$ cat src/rtl/core/sobel_pkg.sv
`timescale 1ns / 1ps

package sobel_pkg;

    localparam int PIX_W          = 8;
    localparam int CFG_W          = 11;
    localparam int MIN_SIZE       = 3;
    localparam int WIDTH_RESET    = 640;
    localparam int HEIGHT_RESET   = 480;
    localparam int DEF_MAX_WIDTH  = 1024;
    localparam int DEF_MAX_HEIGHT = 1024;
    localparam int DEF_CMD_DEPTH  = 4;

    // squared magnitudes at or above 255^2 saturate
    localparam int SAT_LIMIT = 65025;
    localparam logic [PIX_W-1:0] SAT_VALUE = 8'hFF;

    // configuration register indexes
    localparam logic REG_FRAME_WIDTH  = 1'b0;
    localparam logic REG_FRAME_HEIGHT = 1'b1;

    // per-item control handed from the front to the back
    typedef struct packed {
        logic wr;       // pixel item: update both line stores
        logic rd_up;    // use upper store read, else zero
        logic rd_mid;   // use middle store read, else zero
        logic emit;     // item produces a result
        logic border;   // result is the centre pixel unchanged
        logic last;     // result closes the frame
    } cmd_flags_t;

    localparam int FLAGS_W = $bits(cmd_flags_t);

endpackage

$ cat src/rtl/core/sobel_cmd_fifo.sv
`timescale 1ns / 1ps

module sobel_cmd_fifo
    import sobel_pkg::*;
#(
    parameter int DEPTH  = DEF_CMD_DEPTH,
    parameter int DATA_W = 8
)
(
    input  logic              clk,
    input  logic              rst_n,
    input  logic              push,
    input  logic [DATA_W-1:0] wr_data,
    input  logic              pop,
    output logic [DATA_W-1:0] rd_data,
    output logic              full,
    output logic              empty
);

    localparam int PTR_W = (DEPTH > 1) ? $clog2(DEPTH) : 1;
    localparam int CNT_W = $clog2(DEPTH + 1);

    logic [DATA_W-1:0] mem_reg [DEPTH];
    logic [PTR_W-1:0]  wr_ptr_reg, rd_ptr_reg;
    logic [CNT_W-1:0]  count_reg;
    logic              do_push, do_pop;

    assign full    = (count_reg == CNT_W'(DEPTH));
    assign empty   = (count_reg == '0);
    assign do_push = push && !full;
    assign do_pop  = pop && !empty;
    assign rd_data = mem_reg[rd_ptr_reg];

    always_ff @(posedge clk)
    begin
        if (do_push)
            mem_reg[wr_ptr_reg] <= wr_data;
    end

    always_ff @(posedge clk or negedge rst_n)
    begin
        if (!rst_n)
        begin
            wr_ptr_reg <= '0;
            rd_ptr_reg <= '0;
            count_reg  <= '0;
        end
        else
        begin
            if (do_push)
                wr_ptr_reg <= (wr_ptr_reg == PTR_W'(DEPTH - 1)) ? '0 : wr_ptr_reg + PTR_W'(1);
            if (do_pop)
                rd_ptr_reg <= (rd_ptr_reg == PTR_W'(DEPTH - 1)) ? '0 : rd_ptr_reg + PTR_W'(1);
            if (do_push && !do_pop)
                count_reg <= count_reg + CNT_W'(1);
            else if (do_pop && !do_push)
                count_reg <= count_reg - CNT_W'(1);
        end
    end

    a_no_push_full: assert property (@(posedge clk) disable iff (!rst_n)
        push |-> !full)
        else $error("command pushed into full queue");

    a_count_bound: assert property (@(posedge clk) disable iff (!rst_n)
        count_reg <= CNT_W'(DEPTH))
        else $error("command queue count out of range");

endmodule

$ cat config.mk
export PLATFORM = sky130hd
export DESIGN_NAME = sobel_cmd_fifo
export DESIGN_NICKNAME = d
export VERILOG_FILES = /design/src/rtl/core/sobel_pkg.sv /design/src/rtl/core/sobel_cmd_fifo.sv
export SDC_FILE = /design/constraint.sdc
export NUM_CORES = 1
export LEC_CHECK = 0
export BUFFER_PORTS_ARGS = -buffer_cell sky130_fd_sc_hd__buf_2
export CORE_MARGIN = 1.5
export CORE_UTILIZATION = 55
export CTS_CLUSTER_SIZE = 40
export DETAILED_ROUTE_END_ITERATION = 16
export GPL_TIMING_DRIVEN = 0
export PLACE_DENSITY_LB_ADDON = 0.25
export SKIP_CTS_REPAIR_TIMING = 1
export SLEW_MARGIN = 40
export SYNTH_ARGS = -nofsm -noshare
export SYNTH_HDL_FRONTEND = slang
export SYNTH_SLANG_ARGS = --single-unit
$ cat constraint.sdc
create_clock -name clk -period 2.4 [get_ports clk]
set_clock_uncertainty 0.15 [all_clocks]
set_input_delay 0.72 -clock clk [delete_from_list [all_inputs] [get_ports clk]]
set_output_delay 0.72 -clock clk [all_outputs]
set_load 0.02 [all_outputs]
=== Word level (Yosys, flattened, before mapping) ===
Memory sizes are Yosys's and may differ from the RTL's.
Index checks and enable logic that the tools add are counted.

* Register bits: 7
* RAM bits: 32
* Memories: 1
* Output and inout bits: 10
* Input port bits: 12

* Reduce and logical (&&, ||, !) cells: 10
* Add/sub/neg operators: 4
* Equality and inequality tests: 3
* Mux-type cells: 6

{| class="wikitable"
|+ Memory list
! memory !! depth !! width !! read ports !! clocked after Yosys merged registers in !! wr ports !! RTL line !! RTL
|-
| mem_reg || 4 || 8 || 1 || 0 || 1 || sobel_cmd_fifo.sv:23 || <nowiki>logic [DATA_W-1:0] mem_reg [DEPTH];</nowiki>
|}

{| class="wikitable"
|+ Operators by type and width
! kind !! number
|-
| $mux W3 || 2
|-
| $add A2 B1 Y2 const B || 2
|-
| $eq A2 B2 Y1 const B || 2
|-
| $logic_and A1 B1 Y1 || 4
|-
| $logic_not A1 Y1 || 4
|-
| $mux W2 || 2
|-
| $add A3 B1 Y3 const B || 1
|-
| $eq A3 B3 Y1 const B || 1
|-
| $logic_not A3 Y1 || 1
|-
| $sub A3 B1 Y3 const B || 1
|-
| $mux W1 || 2
|-
| $reduce_bool A2 Y1 || 1
|}

=== Longest topological paths before layout ===
Gate-level depths: netlist of run 1.

* Word-level depth: 7
* Gate-level depth with buffers: 9

=== Worst setup path before layout of run 1 ===
OpenSTA, ideal clock, no wires.

* Kind: register -> register
* From: reg count_reg[0]
* To: reg count_reg[2]
* Cell stages (with the launch flop): 9
* Data required time: 2.171 ns
* Buffers on the path: 0
* Setup time: 0.079 ns
* Arrival time: 2.234 ns
* Path slack: -0.063 ns
* Path through: dfrtp_1 > nor3_1 > nand2b_4 > ha_1 > inv_1 > fa_1 > xor2_1 > nor2_1 > xor2_1

* Word-level cells in the longest chain between the ends: 6
* Elaborated cells between the ends (all ways): 15

{| class="wikitable"
|+ Ends and longest elaborated chain
! element !! RTL line !! RTL
|-
| start: declaration || sobel_cmd_fifo.sv:25 || <nowiki>logic [CNT_W-1:0] count_reg;</nowiki>
|-
| start signal: assignment || sobel_cmd_fifo.sv:55 || <nowiki>count_reg <= count_reg + CNT_W'(1);</nowiki>
|-
| start signal: assignment || sobel_cmd_fifo.sv:57 || <nowiki>count_reg <= count_reg - CNT_W'(1);</nowiki>
|-
| $logic_not A3 Y1 * || sobel_cmd_fifo.sv:29 || <nowiki>assign empty = (count_reg == '0);</nowiki>
|-
| named net empty || sobel_cmd_fifo.sv:17 || <nowiki>output logic empty</nowiki>
|-
| $logic_not A1 Y1 * || sobel_cmd_fifo.sv:31 || <nowiki>assign do_pop = pop && !empty;</nowiki>
|-
| $logic_and A1 B1 Y1 * || sobel_cmd_fifo.sv:31 ||
|-
| $logic_not A1 Y1 || sobel_cmd_fifo.sv:54 || <nowiki>if (do_push && !do_pop)</nowiki>
|-
| $logic_and A1 B1 Y1 || sobel_cmd_fifo.sv:54 ||
|-
| $mux W3 or $reduce_bool A2 Y1 (tied branches) || -- ||
|}

The timed path passes the listed nets; every way through them passes the cells marked *. The select of a mux whose other input is x is not followed.
A chain may end at the register's enable or synchronous reset.

=== Final worst setup path of run 1 ===
* From: reg rd_ptr_reg[0]
* To: out rd_data[7]

* Word-level cells in the longest chain between the ends: 1

{| class="wikitable"
|+ Ends and longest elaborated chain
! element !! RTL line !! RTL
|-
| start: declaration || sobel_cmd_fifo.sv:24 || <nowiki>logic [PTR_W-1:0] wr_ptr_reg, rd_ptr_reg;</nowiki>
|-
| start signal: assignment || sobel_cmd_fifo.sv:53 || <nowiki>rd_ptr_reg <= (rd_ptr_reg == PTR_W'(DEPTH - 1)) ? '0 : rd_ptr_reg + PTR_W'(1);</nowiki>
|-
| $mem_v2 Z4 W8 || -- ||
|-
| end: declaration || sobel_cmd_fifo.sv:15 || <nowiki>output logic [DATA_W-1:0] rd_data,</nowiki>
|}

Every way passes these cells.

==> results.toml, run 1 <==
[outcome]
status = "complete, but fails checks"
violations = "negative setup slack"

[floorplanning]
start_util_pct = 58.3
die_h_microns = 57.3
dieArea_sq_um = 3280
coreArea_sq_um = 2780
top_level_ports = 22
fp.dieW_microns = 57.3
num_rows = 19

[timing]
setup_viol = 8
slew_headroom_pct = 81.8
timing.hold.ws_ns = 0.0420
rsz0062_at_grt = "true"
finalCriticalPeriod_ns = 2.46
worst_slew_pin_slew_ns = 0.273
tns_ns = -0.385
drv_slew = 0
max_freq_mhz = 406
hold_viol_final = 0
fin_crit_sh_pct = 103
fin_ws_ns = -0.0623

[cells_and_area]
multi_input_area_sq_um = 458
largest_reg_flops = 32
drive_gt1_share_pct = 48.6
syn_to_final_growth_pct = 15.1
fin_nets = 127
ff_latch_area_sq_um = 1140
final_cells = 140
fin_area_sq_um = 1860
insertedDiodeCount = 0
fillCellCount = 202

[clocking]
clock_latency_ns = 0.33
clock_sinks = 39
cts_buffers = 5
cts-root-buf = "clkbuf_4"
cts_tree = "done"
clockBufferDepth = 2
h-tree-depth = 2
clk_pin_slew_ns = 0.12

[placed_design]
place_area_sq_um = 1770
pre_cts_slack_ns = 0.0637
dp.final_hpwl_microns = 1550
placed_cells = 131
port_buffers = 21
gp_congestion = 0.611

[synth]
synth_cell_type_count = 19
syn_area_sq_um = 1620
ys_ff_latch = 39
yosys_warnings = 0
synth_nets = 98
synth.avg_cell_area_sq_um = 20.5
synth-seq-area-share_pct = 70.1
synthCells = 79

[grt]
antenna_found_initial = 0
grt_usage_pct = 17.0
overflow = 0
grt_first_pass_wirelength_microns = 4000
first_global_vias = 830
grt_max_degree = 13

[critical_path]
cp_max_fo = 10
reg2reg_to = "count_reg[1]"
r2r_cells = 7
r2r-start = "count_reg[1]"
critPathCaptureType = "output port"
criticalPathCategory = "reg -> out"
worst_ep_arrival_time_ns = 1.59
crit_required_ns = 1.53
r2r_setup_slack_ns = 0.26
cp-start-kind = "flip-flop"

[routing]
drc = 0
finalWirelength_microns = 2330
wl_per_cell_microns = 16.7
vias = 748
antenna_left = 0
first_pass_iters = 4
viasPerCell = 5.34
drt_iter0_markers = 6

[power]
irDropWorstVdd_mv = 0.924
p_leak_nw = 0.720
cellPowerDensity_nw_per_um2 = 1250

[worst_hold_path]
hp-class = "in -> async"

[job]
cap_violations = 0
==> synthesized netlist by cell type, drive strengths merged <==
master   n  area share [%]
xnor2    1            0.54
mux2     5             3.9
fa       1             1.2
edfxtp  32              59
inv      3            0.69
ha       6             4.6
mux4     8              11
buf      3             1.2
nor2     3            0.69
nor3b    1             1.2
and2     4             1.9
nand2b   1            0.85
xor2     2             1.1
nor2b    1            0.54
nor3     1            0.31
dfrtp    7              11
==> logic make-up after synthesis <==
kind of cell	count (synthesis)	synth area share, %
adder cells (fa/ha/maj)	7	5.87
multiplexers	13	15.1
AND/OR/NAND/NOR	11	5.41
buffers and inverters	6	1.93
XOR/XNOR	3	1.62
flip-flops	39	70.1
==> critical path, stage by stage (launching register included) <==
cell,delay (ns)
dfrtp_1,0.40
buf_8,0.17
mux4_2,0.51
buf_2,0.17
==> placed cells by master, fill, tap and decap left out, types with 2 or more instances in the layout <==
master,instances
edfxtp_1,32
buf_2,21
mux4_2,8
dfrtp_1,7
ha_1,6
clkbuf_4,5
and2_2,4
inv_1,3
mux2_2,3
nor2_1,3
mux2_4,2
xor2_1,2
==> report_power, final <==
group          internal, W  switching, W  leakage [nW]  total [W]
sequential        0.000916      0.000101         0.375    0.00102
clock             0.000214      0.000201        0.0426   0.000415
combinational     0.000444      0.000457         0.302   0.000901
==> area by class of cell <==
class	count	area share (%)
repair buffers	22	6.04
flip-flops and latches	39	60.9
clock inverters	3	2.08
plain buffers	3	1.68
clock buffers	5	2.01
inverters	3	0.604
well taps	31	2.08
multi-input cells	34	24.6
==> per-layer routing <==
metal	global-route usage [%]	vias up	wire, microns
li1	-	357	-
met1	22.1	371	996
met2	27.1	16	1210
met3	4.99	4	87
met4	6.98	0	37
met5	0	-	0
==> stage by stage <==
step                utilization [%]  total power (W)
floorplan                         -          0.00167
global placement               63.6          0.00187
detailed placement             63.6          0.00191
CTS                            66.4          0.00233
global route                   67.0          0.00248
finish                         67.0          0.00233
==> worst max-delay path by stage <==
stage,start,endpoint,slack [ns],cells past startpoint
6_report,rd_ptr_reg[0],rd_data[7],-0.06,3
4_1_cts,rd_ptr_reg[0],rd_data[7],-0.23,3
3_5_place_dp,push,count_reg[1],0.06,7
3_3_place_gp,push,count_reg[2],0.10,9
5_1_grt,rd_ptr_reg[0],rd_data[2],-0.12,3
2_1_floorplan,count_reg[1],count_reg[2],0.17,8
Power figures use the tool's default switching activity.
==> inputs of run 2 (changes only) <==
- BUFFER_PORTS_ARGS: -buffer_cell sky130_fd_sc_hd__buf_2 -> unset
- CORE_UTILIZATION: 55 -> 61
- CTS_CLUSTER_DIAMETER: unset -> 30
- DONT_BUFFER_PORTS: unset -> 1
- PLACE_DENSITY_LB_ADDON: 0.25 -> 0.12
==> run 2 against run 1 <==
Compared with the run above: the flow now finishes without violations; sequential share of layout area grew 3.1 points; largest power group unchanged; flip-flop and latch count is the same; cell area shrank 4.7%.
==> results.toml, run 2 (synthesis results as in run 1) <==
[job]
cap_violations = 0

[placed_design]
dp.final_hpwl_microns = 1480
port_buffers = 0
pre_cts_slack_ns = 0.0217
placed_cells = 109
gp_congestion = 0.626

[clocking]
clock_latency_ns = 0.32
cts_buffers = 5
clockBufferDepth = 2
cts-root-buf = "clkbuf_4"
h-tree-depth = 2
clock_sinks = 39
cts_tree = "done"
clk_pin_slew_ns = 0.10

[floorplanning]
start_util_pct = 64.8
die_h_microns = 54.5
dieArea_sq_um = 2970
num_rows = 18
coreArea_sq_um = 2500
fp.dieW_microns = 54.5
top_level_ports = 22

[cells_and_area]
final_cell_mix = "32 x edfxtp_1, 8 x mux4_2, 6 x ha_1"
largest_reg_flops = 32
fin_nets = 108
insertedDiodeCount = 0
final_common_cell = "edfxtp_1"
final_cells = 120
syn_to_final_growth_pct = 9.65
drive_gt1_share_pct = 36.7

[routing]
first_pass_iters = 3
drc = 0
wl_met2_microns = 1170
met3_length_microns = 126
wl_met1_microns = 798
wl_per_cell_microns = 17.9
antenna_left = 0
top_layer = "met4"
vias = 697
drt_iter0_markers = 6
finalWirelength_microns = 2140
viasPerCell = 5.81

[timing]
hold_viol_final = 0
setup_viol = 0
tns_ns = 0
fin_crit_sh_pct = 98.0
slew_headroom_pct = 72.9
fin_ws_ns = 0.0475
worst_slew_pin_slew_ns = 0.407
rsz0062_at_grt = "true"
max_freq_mhz = 425
drv_slew = 0
finalCriticalPeriod_ns = 2.35

[grt]
first_global_vias = 668
grt_usage_pct = 17.0
grt_first_pass_wirelength_microns = 3110
overflow = 0
antenna_found_initial = 0
grt_max_degree = 12

[critical_path]
r2r_setup_slack_ns = 0.11
crit_required_ns = 1.53
cp-start-kind = "flip-flop"
cp_max_fo = 5
criticalPathCategory = "reg -> out"
critPathCaptureType = "output port"
worst_ep_arrival_time_ns = 1.48

[outcome]
status = "finished clean"

[power]
cellPowerDensity_nw_per_um2 = 1220
p_leak_nw = 0.635
irDropWorstVdd_mv = 0.769

[worst_hold_path]
hp-class = "in -> reg"
run 2: changes by cell type in the layout (fill, tap and decap cells not counted), sizes merged:
cell	previous run	this run
bufinv	1	0
clkbuf	6	9
dlygate4sd3	0	1
clkinv	2	0
buf	24	4
run 2: per-stage QoR:
stage / hold slack [ns] / total power (W) / instance area [sq um] / util, %
CTS: -0.0884 / 0.00210 / 1710 / 68.5
finish: 0.328 / 0.00216 / 1780 / 71.1
detailed placement: 0.275 / 0.00181 / 1660 / 66.5
floorplan: 0.274 / 0.00167 / 1630 / -
global placement: 0.275 / 0.00177 / 1660 / 66.5
global route: 0.294 / 0.00229 / 1780 / 71.1
run 2: layout make-up:
cell class | instances | area, sq um
buffer | 2 | 26.3
clock buffer | 8 | 48.8
fill | 158 | 723
inverter | 3 | 11.3
multi-input combinational | 34 | 464
sequential | 39 | 1140
tap | 30 | 37.5
timing repair buffer | 4 | 50.0
run 2: critical path, stage by stage, from the launching register on:
cell	delay, ns
dfrtp_2	0.43
clkbuf_16	0.16
mux4_2	0.57
run 2: worst paths after layout:
kind,from,end,cells after the start
max,rd_ptr_reg[0],rd_data[5],2
min,wr_data[6],mem_reg[2][6],0
max reg2reg,count_reg[0],count_reg[1],7
min reg2reg,count_reg[2],count_reg[2],1
max in group asynchronous,rst_n,count_reg[1],1
min in group asynchronous,rst_n,count_reg[0],1
run 2: per-layer routing:
metal	global-route usage (%)	up-vias
met3	8.74	7
met5	0	-
met2	27.5	19
met4	8.75	0
li1	-	321
met1	18.2	350
run 2: power by group:
group          switching (W)  internal (W)
Combinational       0.000391      0.000411
Sequential          0.000143      0.000920
Clock               0.000177      0.000117
