`config.mk`:
```
export PLATFORM = sky130hd
export DESIGN_NAME = sobel_front
export DESIGN_NICKNAME = d
export VERILOG_FILES = /design/src/rtl/core/sobel_pkg.sv /design/src/rtl/core/sobel_front.sv
export SDC_FILE = /design/constraint.sdc
export NUM_CORES = 1
export LEC_CHECK = 0
export ABC_CLOCK_PERIOD_IN_PS = 2800
export BUFFER_PORTS_ARGS = -buffer_cell sky130_fd_sc_hd__buf_2
export CAP_MARGIN = 20
export CORE_MARGIN = 1
export CORE_UTILIZATION = 42
export CTS_CLUSTER_DIAMETER = 150
export CTS_CLUSTER_SIZE = 25
export DETAILED_ROUTE_END_ITERATION = 6
export SLEW_MARGIN = 30
export SYNTH_ARGS = -nofsm -noshare
export SYNTH_HDL_FRONTEND = slang
export SYNTH_SLANG_ARGS = --single-unit
```
`constraint.sdc`:
```
create_clock -name clk -period 2.8 [get_ports clk]
set_input_delay 0.28 -clock clk [delete_from_list [all_inputs] [get_ports clk]]
set_output_delay 0.28 -clock clk [all_outputs]
set_load 0.02 [all_outputs]
```
`src/rtl/core/sobel_pkg.sv`:
```
`timescale 1ns / 1ps

package sobel_pkg;

    localparam int PIX_W          = 8;
    localparam int CFG_W          = 11;
    localparam int MIN_SIZE       = 3;
    localparam int WIDTH_RESET    = 640;
    localparam int HEIGHT_RESET   = 480;
    localparam int DEF_MAX_WIDTH  = 1024;
    localparam int DEF_MAX_HEIGHT = 1024;
    localparam int DEF_CMD_DEPTH  = 4;

    // squared magnitudes at or above 255^2 saturate
    localparam int SAT_LIMIT = 65025;
    localparam logic [PIX_W-1:0] SAT_VALUE = 8'hFF;

    // configuration register indexes
    localparam logic REG_FRAME_WIDTH  = 1'b0;
    localparam logic REG_FRAME_HEIGHT = 1'b1;

    // per-item control handed from the front to the back
    typedef struct packed {
        logic wr;       // pixel item: update both line stores
        logic rd_up;    // use upper store read, else zero
        logic rd_mid;   // use middle store read, else zero
        logic emit;     // item produces a result
        logic border;   // result is the centre pixel unchanged
        logic last;     // result closes the frame
    } cmd_flags_t;

    localparam int FLAGS_W = $bits(cmd_flags_t);

endpackage

```
`src/rtl/core/sobel_front.sv`:
```
`timescale 1ns / 1ps

module sobel_front
    import sobel_pkg::*;
#(
    parameter int MAX_WIDTH  = DEF_MAX_WIDTH,
    parameter int MAX_HEIGHT = DEF_MAX_HEIGHT,
    parameter int ADDR_W     = $clog2(MAX_WIDTH)
)
(
    input  logic               clk,
    input  logic               rst_n,
    input  logic               cfg_valid,
    input  logic               cfg_index,
    input  logic [CFG_W-1:0]   cfg_data,
    input  logic               s_tvalid,
    output logic               s_tready,
    input  logic [PIX_W-1:0]   s_tdata,
    input  logic               s_tuser,
    input  logic               fifo_full,
    output logic               push,
    output logic [ADDR_W-1:0]  cmd_addr,
    output cmd_flags_t         cmd_flags,
    output logic [PIX_W-1:0]   cmd_pix
);

    localparam int COL_W = $clog2(MAX_WIDTH + 1);
    localparam int ROW_W = $clog2(MAX_HEIGHT + 1);

    logic [CFG_W-1:0] width_cfg_reg;
    logic [CFG_W-1:0] height_cfg_reg;
    logic [COL_W-1:0] col_reg, col_next, col_inc;
    logic [ROW_W-1:0] row_reg, row_next;
    logic [COL_W-1:0] w_eff;
    logic [ROW_W-1:0] h_eff;
    logic             draining;
    logic             ignore;
    logic             take;

    always_ff @(posedge clk or negedge rst_n)
    begin
        if (!rst_n)
        begin
            width_cfg_reg  <= CFG_W'(WIDTH_RESET);
            height_cfg_reg <= CFG_W'(HEIGHT_RESET);
        end
        else if (cfg_valid)
        begin
            unique case (cfg_index)
                REG_FRAME_WIDTH:  width_cfg_reg  <= cfg_data;
                REG_FRAME_HEIGHT: height_cfg_reg <= cfg_data;
                default: ;
            endcase
        end
    end

    always_comb
    begin
        if (32'(width_cfg_reg) > 32'(MAX_WIDTH))
            w_eff = COL_W'(MAX_WIDTH);
        else if (width_cfg_reg < CFG_W'(MIN_SIZE))
            w_eff = COL_W'(MIN_SIZE);
        else
            w_eff = COL_W'(width_cfg_reg);

        if (32'(height_cfg_reg) > 32'(MAX_HEIGHT))
            h_eff = ROW_W'(MAX_HEIGHT);
        else if (height_cfg_reg < CFG_W'(MIN_SIZE))
            h_eff = ROW_W'(MIN_SIZE);
        else
            h_eff = ROW_W'(height_cfg_reg);
    end

    // all pixels of the frame are in once the row count reaches the height
    assign draining = (row_reg >= h_eff);
    // a flush before the drain does nothing
    assign ignore   = s_tuser && !draining;
    assign s_tready = !fifo_full;
    assign take     = s_tvalid && s_tready && !ignore;
    assign push     = take;
    assign cmd_addr = col_reg[ADDR_W-1:0];

    always_comb
    begin
        cmd_flags = '0;
        if (!draining)
        begin
            cmd_flags.wr     = 1'b1;
            cmd_flags.rd_up  = (row_reg >= ROW_W'(2));
            cmd_flags.rd_mid = (row_reg >= ROW_W'(1));
            cmd_flags.emit   = (row_reg >= ROW_W'(2))
                               || (row_reg == ROW_W'(1) && col_reg >= COL_W'(1));
            cmd_pix          = s_tdata;
        end
        else
        begin
            cmd_flags.rd_up  = (col_reg < w_eff);
            cmd_flags.rd_mid = (col_reg < w_eff);
            cmd_flags.emit   = 1'b1;
            cmd_flags.last   = (col_reg >= w_eff);
            cmd_pix          = '0;
        end
        // output sits one column back; first/last column, top row and drain row
        cmd_flags.border = (col_reg <= COL_W'(1)) || (col_reg >= w_eff)
                           || (row_reg == ROW_W'(1)) || draining;
    end

    always_comb
    begin
        col_inc  = col_reg + COL_W'(1);
        col_next = col_reg;
        row_next = row_reg;
        if (take)
        begin
            if (cmd_flags.last)
            begin
                col_next = '0;
                row_next = '0;
            end
            else if (!draining && col_inc >= w_eff)
            begin
                col_next = '0;
                row_next = row_reg + ROW_W'(1);
            end
            else
            begin
                col_next = col_inc;
            end
        end
    end

    always_ff @(posedge clk or negedge rst_n)
    begin
        if (!rst_n)
        begin
            col_reg <= '0;
            row_reg <= '0;
        end
        else
        begin
            col_reg <= col_next;
            row_reg <= row_next;
        end
    end

endmodule

```
**Word level (Yosys, flattened, before mapping)**

Index checks and enable logic that the tools add are counted.

- Bits of input ports: 26
- Output and inout port bits: 26
- Logic and storage cells: 48
- Flip-flop bits (word level): 44

- Equality and inequality tests: 1
- Muxes and demuxes: 12
- $add $sub $neg: 2
- Bitwise operators: 1
- Reduce and logical (&&, ||, !) cells: 16
- Magnitude comparators: 12

Operators with widths:

| operator | count |
|---|---|
| 11-bit two-way mux | 8 |
| 11-bit greater-or-equal comparator | 3 |
| 11-bit by 1-bit adder with 11-bit output, second input constant | 2 |
| 11-bit by 1-bit greater-or-equal comparator with 1-bit output, second input constant | 2 |
| 11-bit > comparator, second input constant | 2 |
| 11-bit by 2-bit less-than comparator with 1-bit output, second input constant | 2 |
| 11-bit by 1-bit == test with 1-bit output, second input constant | 1 |
| 11-bit by 2-bit greater-or-equal comparator with 1-bit output, second input constant | 1 |
| 11-bit by 1-bit less-or-equal comparator with 1-bit output, second input constant | 1 |
| 11-bit less-than comparator | 1 |
| 8-bit two-way mux | 1 |
| 2-bit AND reduction | 3 |
| 1-bit logical AND | 5 |
| 1-bit logical OR | 4 |
| 1-bit logical NOT | 3 |
| 3-bit two-way mux | 1 |
| 1-bit two-way mux | 2 |
| 2-bit nonzero test | 1 |
| 1-bit inverter | 1 |

**Logic depth before layout (Yosys ltp)**

Gate-level depths: netlist of run 1.

- Depth in word-level cells: 9
- Depth in mapped cells: 14
- Depth with buffers taken out: 12

**Least setup slack after synthesis of run 1**

OpenSTA, ideal clock, no wires.

- Kind: register to register
- From: reg col_reg[0]
- To: reg col_reg[1]
- Library setup time: 0.077 ns
- Cell stages (with the launch flop): 13
- Arrival: 2.830 ns
- Required time: 2.723 ns
- Slack: -0.106 ns
- Path through: dfrtp_1 > ha_1 > and3_1 > xor2_1 > ha_1 > and3_4 > a221oi_2 > o21ai_1 > a41o_1 > buf_6 > mux2_4 > or3_1 > o21ai_1

- Cells in the longest elaborated chain, start to end: 5
- Elaborated cells on any way between the ends: 7
- Those cells by class: 1 x add/sub; 2 x order compare; 3 x mux; 1 x reduce/logical

Ends and longest elaborated chain:

| item | line | source |
|---|---|---|
| start: declaration | sobel_front.sv:32 | `logic [COL_W-1:0] col_reg, col_next, col_inc;` |
| start signal: assignment | sobel_front.sv:141 | `col_reg <= col_next;` |
| 11-bit by 1-bit adder with 11-bit output | sobel_front.sv:110 | `col_inc = col_reg + COL_W'(1);` |
| 11-bit greater-or-equal comparator | sobel_front.sv:120 | `else if (!draining && col_inc >= w_eff)` |
| 1-bit logical AND | sobel_front.sv:120 |  |
| 11-bit two-way mux | sobel_front.sv:120 |  |
| 11-bit two-way mux * | sobel_front.sv:115 | `if (cmd_flags.last)` |

Every way passes the cells marked *; elsewhere a longest branch is shown, timed or not.
A chain may end at the register's enable or synchronous reset.

==> impl_metrics.ini, run 1 <==
[power]
power.density_nw_per_um2 = 614
power.internal_uw = 1680
seqPwrFrac = 0.297
switchingPower_uw = 1060
peakVddDrop_mv = 0.311
leakagePower_uw = 0.00225
clkPwrFrac = 0.155
switching_share = 0.388
p_comb_frac = 0.547

[sta]
setup_tns_ns = -0.868
finalWorstSetupSlack_ns = -0.127
skew_ns = 0.0134
tightest_slew_ns = 0.564
period_share = 1.05
max_slew_margin = 0.622
hold_viol = 0
rsz0062_at_grt = yes
maxSlewViolCount = 0
setup_violations = 19
fmax_mhz = 342
period_needed_ns = 2.93

[synthesis]
synth_top_area_cell = dfrtp_1
ys_seq_elements = 44
syn_area_um2 = 3250
synth_cell_types = 46
synth.yosys.seq_area_share = 0.341
synthCells = 337
yosys-top-cells-count = 38 x dfrtp_1, 38 x ha_1, 37 x nand2_1
yosysWarningCount = 0
synthArstFlopShare = 1.00
netlist.area_leader.share = 0.292
syn_area_per_cell_um2 = 9.65
syn-num-nets = 401
synth_edf_count = 0
ys_top_cells_by_area = dfrtp_1 29%, ha_1 15%, mux2_2 7.6%, dfstp_2 4.8%, nand2_1 4.3%
synth_ff_type = dfrtp_1

[placement]
port_buffers = 51
place_ws_ns = -0.138
gp_congestion = 0.883
dp.final_hpwl_um = 6550

[clock_network]
cts.clk_slew.worst_paths_ns = 0.08
clkLatencyLatePin_ns = 0.31
ctsHtreeMaxLevel = 2
clock-sinks = 44
cts_buffers = 5
cts_tree = done
cts_root_buf = clkbuf_8
ctsLongestPathBuffers = 2

[global_routing]
grt_pass1_vias = 2873
antenna_found_initial = 0
grt_pass1_wl_um = 14000
grt_max_degree = 29
grt_usage = 0.216
grt_overflow = 0

[detailed_routing]
avgRoutedWirePerCell_um = 15.8
drc_errors = 0
detail_route.vias_per_cell = 5.48
vias = 2980
routed_wl_um = 8570
ant_nets = 0
first_iter_violations = 237
first_pass_iters = 4

[critical_path]
reg2reg_depth = 14
end_kind = primary output
startpoint = height_cfg_reg[6]
arrival_ns = 2.65
worstPathRequired_ns = 2.52
rr_startpoint = height_cfg_reg[3]
cp_max_fo = 5
critPathLaunchType = register
crit_type = register to primary output

[final_layout]
synthToLayoutAreaGrowth_pct = 37.1
fillers = 644
regArea_um2 = 1110
num_antenna_cells = 0
drive_above_1_share = 0.449
multiInputGateArea_um2 = 2170
nNetsFinal = 508

[floorplan]
die_w_um = 90.0
fp.dieH_um = 90.0
num_rows = 31
ioPinCount = 52
initial_utilization = 0.441
die_area_um2 = 8100
core_area_um2 = 7370

[outcome]
status = finished with violations
violations = negative setup slack

[hold_path]
hold_path.class = input port to register
hold_depth = 2
hp-start = cfg_data[0]

[run]
maxCapViolCount = 0
-- worst paths after layout --
kind / endpoint / slack, ns
max: cmd_flags[0] / -0.13
min: width_cfg_reg[0] / 0.22
max reg2reg: col_reg[1] / -0.11
min reg2reg: height_cfg_reg[1] / 0.52
max in group asynchronous: height_cfg_reg[5] / 1.63
min in group asynchronous: row_reg[7] / 0.42
-- through the flow --
step                      power (uW)   util  hold WS [ns]  cell area [um^2]  std cells
after floorplan                 1640      -       -0.0156              3280        337
after global placement          2050  0.534         0.225              3930        519
after detailed placement        2070  0.534         0.224              3930        519
after CTS                       2690  0.588         0.214              4340        538
after global routing            2920  0.605         0.223              4460        544
final                           2740  0.605         0.221              4460        544
-- final cells by class --
type / instances / area share
Multi-Input combinational cell: 260 / 0.488
Sequential cell: 44 / 0.249
Timing Repair Buffer: 121 / 0.203
Tap cell: 99 / 0.0278
Clock buffer: 8 / 0.0202
Inverter: 12 / 0.0121
-- what timing repair did --
action / CTS / global route
gates cloned: 0 / 2
hold buffers: 1 / 0
gates resized for setup: 56 / 16
endpoints found under the hold margin: 14 / 0
endpoints found under the setup margin: 36 / 37
pin swaps: 17 / 5
setup buffers: 10 / 6
-- cell usage in the layout, fill, tap and decap left out, types with 6 or more instances in the layout --
cell        n
buf_4      68
dfrtp_1    36
buf_2      36
nand2_1    35
ha_1       34
mux2_2     22
nand3_1    14
buf_6      13
a21oi_1    12
nor2_1     10
a31oi_1    10
and3_1      9
a21o_1      8
inv_1       8
nand4_1     8
and2_1      8
o2bb2ai_1   8
o21ai_1     6
and2_4      6
clkbuf_8    6
dfstp_2     6
-- cells by family (layout without fill, tap and decap cells) --
kind of cell	Yosys count	after routing	synth area share
XOR/XNOR	9	9	0.0242
flip-flops	44	44	0.341
AO/OA/AOI/OAI	68	68	0.155
AND/OR/NAND/NOR	119	120	0.190
multiplexers	25	25	0.0869
buffers and inverters	34	141	0.0573
adder cells (fa/ha/maj)	38	38	0.146
-- routing by layer --
metal	routed length (um)	global-route usage	vias to the layer above
li1	-	-	1456
met1	4030	0.289	1415
met2	3970	0.356	96
met3	431	0.0364	13
met4	144	0.0645	0
met5	0	0	-
-- critical path, cell delays in order (launching register included) --
cell	delay [ns]
dfstp_2	0.56
buf_4	0.12
nand2_1	0.08
ha_4	0.23
and3_4	0.15
a221oi_2	0.27
o21ai_2	0.10
a41oi_4	0.28
buf_4	0.18
buf_6	0.10
nand2b_4	0.13
inv_2	0.03
buf_6	0.12
-- power by group through the flow --
stage | clock (uW) | combinational [uW] | sequential [uW]
after global routing | 459 | 1640 | 823
after CTS | 435 | 1440 | 813
after global placement | 0 | 1240 | 813
after detailed placement | 0 | 1260 | 817
final | 426 | 1500 | 815
after floorplan | 0 | 798 | 844
(Power assumes the default switching activity.)
==> run 2, diff against run 1 <==
ABC_CLOCK_PERIOD_IN_PS = 3000   (was 2800)
clock period = 3 ns   (was 2.8 ns; I/O delays follow)
==> run 2 against run 1 <==
Combinational power fell by 14%. Clock skew grew 0.0018 ns. The flow now finishes without violations. Critical endpoint is now cmd_pix[2]. Highest routed layer unchanged. First-iteration DRC count decreased by 51%. Largest power group unchanged. Critical path type unchanged. Via count shrank 7.0%. Power down 9.6%. Worst hold slack gained 0.028 ns. Sequential power down 5.3%. Register-to-register slack improved by 0.14 ns. Flip-flop and latch count is the same. Die area is the same. Critical path depth unchanged.
==> impl_metrics.ini, run 2 (synthesis results as in run 1) <==
[outcome]
status = completed

[global_routing]
grt_pass1_wl_um = 13100
grt_overflow = 0
grt_usage = 0.202
antenna_found_initial = 0
grt_pass1_vias = 2615
grt_max_degree = 45

[final_layout]
final_common_cell = buf_2
final_area_um2 = 4170
num_antenna_cells = 0
final_cell_mix = 46 x buf_2, 38 x dfrtp_1, 37 x nand2_1, 37 x ha_1, 31 x buf_4
drive_above_1_share = 0.384
fin_cells = 510
nNetsFinal = 474
synthToLayoutAreaGrowth_pct = 28.3

[clock_network]
cts.clk_slew.worst_paths_ns = 0.07
cts_root_buf = clkbuf_8
cts_tree = done
clock-sinks = 44
ctsLongestPathBuffers = 2
cts_buffers = 5
clkLatencyLatePin_ns = 0.31
ctsHtreeMaxLevel = 2

[floorplan]
initial_utilization = 0.441
die_w_um = 90.0
die_area_um2 = 8100
fp.dieH_um = 90.0
core_area_um2 = 7370
num_rows = 31
ioPinCount = 52

[placement]
port_buffers = 51
dp.final_hpwl_um = 6070
postPlaceCellArea_um2 = 3710
gp_congestion = 0.833
dp.cells = 490

[sta]
maxSlewViolCount = 0
setup_violations = 0
hold_ws_ns = 0.249
period_share = 0.997
rsz0062_at_grt = yes
max_slew_margin = 0.627
skew_ns = 0.0152
period_needed_ns = 2.99
hold_viol = 0
tightest_slew_ns = 0.557
fmax_mhz = 334

[critical_path]
rrSetupSlack_ns = 0.03
reg2reg_depth = 11
crit_type = register to primary output
worstPathRequired_ns = 2.70
startpoint = height_cfg_reg[2]
endpoint = cmd_pix[2]
rr_startpoint = col_reg[0]
arrival_ns = 2.69
reg2reg_to = col_reg[1]
critPathLaunchType = register
cp_max_fo = 9
end_kind = primary output

[detailed_routing]
ant_nets = 0
first_pass_iters = 4
drc_errors = 0
avgRoutedWirePerCell_um = 16.1
first_iter_violations = 116
detail_route.vias_per_cell = 5.43
vias = 2771
routed_wl_um = 8230

[hold_path]
hold_path.class = input port to register

[power]
peakVddDrop_mv = 0.329
leakagePower_uw = 0.00209
power.density_nw_per_um2 = 594

[run]
maxCapViolCount = 0
==> run 2: worst min path at each step <==
| stage | slack, ns | cells past startpoint | start | to |
|---|---|---|---|---|
| finish | 0.25 | 3 | cfg_data[10] | width_cfg_reg[10] |
| global route | 0.25 | 2 | cfg_data[4] | width_cfg_reg[4] |
| CTS | 0.24 | 3 | cfg_data[10] | width_cfg_reg[10] |
| detailed placement | 0.33 | 1 | rst_n | height_cfg_reg[3] |
| global placement | 0.50 | 1 | height_cfg_reg[0] | height_cfg_reg[0] |
| floorplan | 0.004 | 0 | rst_n | col_reg[0] |
==> run 2: timing repair <==
item / 4_1_cts / 5_1_grt
setup endpoints to repair: 15 / 27
setup buffers: 4 / 6
hold endpoints to repair: 12 / 0
resized for setup: 15 / 35
gates cloned: 0 / 1
pin swaps: 7 / 14
hold buffers: 1 / 0
==> run 2: layer usage <==
layer	part of all wire	track usage	up-vias
li1	-	-	1372
met1	0.47	0.272	1323
met2	0.47	0.330	72
met3	0.048	0.0415	4
met4	0.0073	0.0497	0
met5	0	0	-
==> run 2: layout make-up <==
class	instances	area, um^2
clock buffer	8	100
tap	99	124
multi-input combinational	259	2170
sequential	44	1110
fill	670	3200
inverter	12	53.8
timing repair buffer	88	617
==> run 2: power by group <==
part           switching (uW)  internal [uW]  leakage (uW)
clock                     201            210     0.0000515
sequential               85.7            686      0.000550
combinational             684            608       0.00149
==> run 2: metrics by stage <==
stage	setup TNS, ns	total power, uW	utilization	setup slack [ns]
4_1_cts	0	2330	0.533	0.00496
5_1_grt	-2.38	2660	0.566	-0.160
6_report	0	2480	0.566	0.00762
3_3_place_gp	0	1840	0.503	0.0783
2_1_floorplan	0	1510	-	0.0791
3_5_place_dp	0	1850	0.503	0.0433
==> run 2: worst max-delay path, cell delays in order, from the launching register on <==
cell,delay [ns]
dfrtp_1,0.41
nor4_4,0.29
a21oi_1,0.10
nor2_1,0.10
ha_1,0.23
nor2b_1,0.12
o21ai_1,0.08
a41o_1,0.21
a41oi_4,0.27
buf_4,0.16
buf_4,0.13
and2_1,0.13
buf_2,0.16
==> run 3, diff against run 2 <==
PLACE_DENSITY = 0.62   (was default)
==> run 3 against run 2 <==
Clock-buffer cell count stayed put. Critical endpoint is now cmd_pix[7]. Final cell count is 0.78% lower. Sequential power is 0.8% higher.
==> impl_metrics.ini, run 3 (synthesis results as in run 1) <==
[final_layout]
num_antenna_cells = 0
drive_above_1_share = 0.361
fin_util = 0.544
final_common_cell = buf_2
final_area_um2 = 4010
final_cell_mix = 47 x buf_2, 38 x dfrtp_1, 37 x nand2_1
nNetsFinal = 470
fillers = 702
synthToLayoutAreaGrowth_pct = 23.3
fin_cells = 506

[critical_path]
startpoint = height_cfg_reg[5]
crit_path_max_incr_delay_ns = 0.40
end_kind = primary output
cp_max_fo = 7
crit_family = compound AO/OA/AOI/OAI gates
critPathLaunchType = register
rrSetupSlack_ns = 0.15
worstPathRequired_ns = 2.70
worst_path_max_delay_cell = dfstp_2
crit_buf_inv = 3
arrival_ns = 2.64
crit_type = register to primary output
rr_startpoint = col_reg[3]
worstPathCellList = nor4_4 > a21o_1 > nand2_1 > ha_1 > nand2_1 > o21ai_1 > a41o_1 > a41oi_4 > buf_4 > buf_4 > and2_1 > buf_2

[detailed_routing]
routed_wl_um = 8050
ant_nets = 0
vias = 2808
first_iter_violations = 235
first_pass_iters = 4
detail_route.vias_per_cell = 5.55
drc_errors = 0
avgRoutedWirePerCell_um = 15.9

[clock_network]
cts_root_buf = clkbuf_8
cts_tree = done
cts_buffers = 5
cts.clk_slew.worst_paths_ns = 0.07
clkLatencyLatePin_ns = 0.30
ctsLongestPathBuffers = 2
clock-sinks = 44
hold_buffers = 0
ctsHtreeMaxLevel = 2

[power]
power_uw = 2290
power.density_nw_per_um2 = 572
peakVddDrop_mv = 0.269
leakagePower_uw = 0.00201

[global_routing]
grt_overflow = 0
grt_usage = 0.203
antenna_found_initial = 0
grt_max_degree = 45
grt_pass1_wl_um = 13200
globalRouteMet3Util = 0.0465
grt_pass1_vias = 2651
grt-busiest-layer = met2
grtUsageMet1 = 0.286
met2_usage = 0.316

[sta]
hold_viol = 0
fmax_mhz = 340
max_slew_margin = 0.398
period_share = 0.980
skew_ns = 0.0116
period_needed_ns = 2.94
maxSlewViolCount = 0
finalWorstSetupSlack_ns = 0.0606
setup_violations = 0
tightest_slew_ns = 0.902
rsz0062_at_grt = yes

[placement]
dp.cells = 492
port_buffers = 51
postPlaceCellArea_um2 = 3710
dp.final_hpwl_um = 6150
gp_congestion = 0.921
place_ws_ns = 0.0140

[floorplan]
fp.dieH_um = 90.0
die_w_um = 90.0
num_rows = 31
ioPinCount = 52
initial_utilization = 0.441
die_area_um2 = 8100
core_area_um2 = 7370

[outcome]
status = completed

[run]
maxCapViolCount = 0

[hold_path]
hold_path.class = input port to asynchronous set/reset pin
==> run 3: worst paths after layout <==
kind / depth (start not counted) / endpoint
min reg2reg: 1 / height_cfg_reg[1]
min: 1 / height_cfg_reg[2]
max: 12 / cmd_pix[7]
max in group asynchronous: 1 / col_reg[9]
max reg2reg: 12 / col_reg[6]
min in group clk: 3 / width_cfg_reg[10]
==> run 3: repair_timing <==
item                                    4_1_cts  5_1_grt
gates cloned                                  0        1
endpoints found under the setup margin       14       29
pin swaps                                     5        2
gates resized for setup                       8       30
setup buffers                                 2        3
==> run 3: worst register-to-register path: stages, from the launching register on <==
cell	delay, ns
dfrtp_1	0.38
and3_1	0.21
and3_4	0.21
xor2_1	0.15
ha_1	0.31
and3_4	0.20
a221oi_2	0.26
o21ai_1	0.10
a41o_1	0.24
mux2_4	0.29
buf_4	0.18
o21ai_2	0.11
a22o_1	0.15
==> run 3: per-stage QoR <==
step | hold slack (ns) | TNS (ns)
2_1_floorplan | 0.00441 | 0
3_3_place_gp | 0.500 | 0
3_5_place_dp | 0.343 | 0
4_1_cts | 0.0213 | 0
5_1_grt | 0.0467 | -0.701
6_report | 0.00310 | 0
==> run 3: where the power goes <==
part           internal, uW  switching (uW)
logic                   516             633
clock network           166             201
registers               686            91.9
==> run 3: cell type report <==
class / count / area [um^2] / area share
clock buffers: 8 / 80.1 / 0.0200
inverters: 12 / 51.3 / 0.0128
multi-input cells: 259 / 2120 / 0.527
flip-flops and latches: 44 / 1110 / 0.276
well taps: 99 / 124 / 0.0309
repair buffers: 84 / 533 / 0.133
==> run 3: layer usage <==
| metal | up-vias | routed length, um |
|---|---|---|
| met5 | - | 0 |
| met4 | 0 | 67 |
| met3 | 8 | 583 |
| met2 | 89 | 3640 |
| met1 | 1336 | 3760 |
| li1 | 1375 | - |
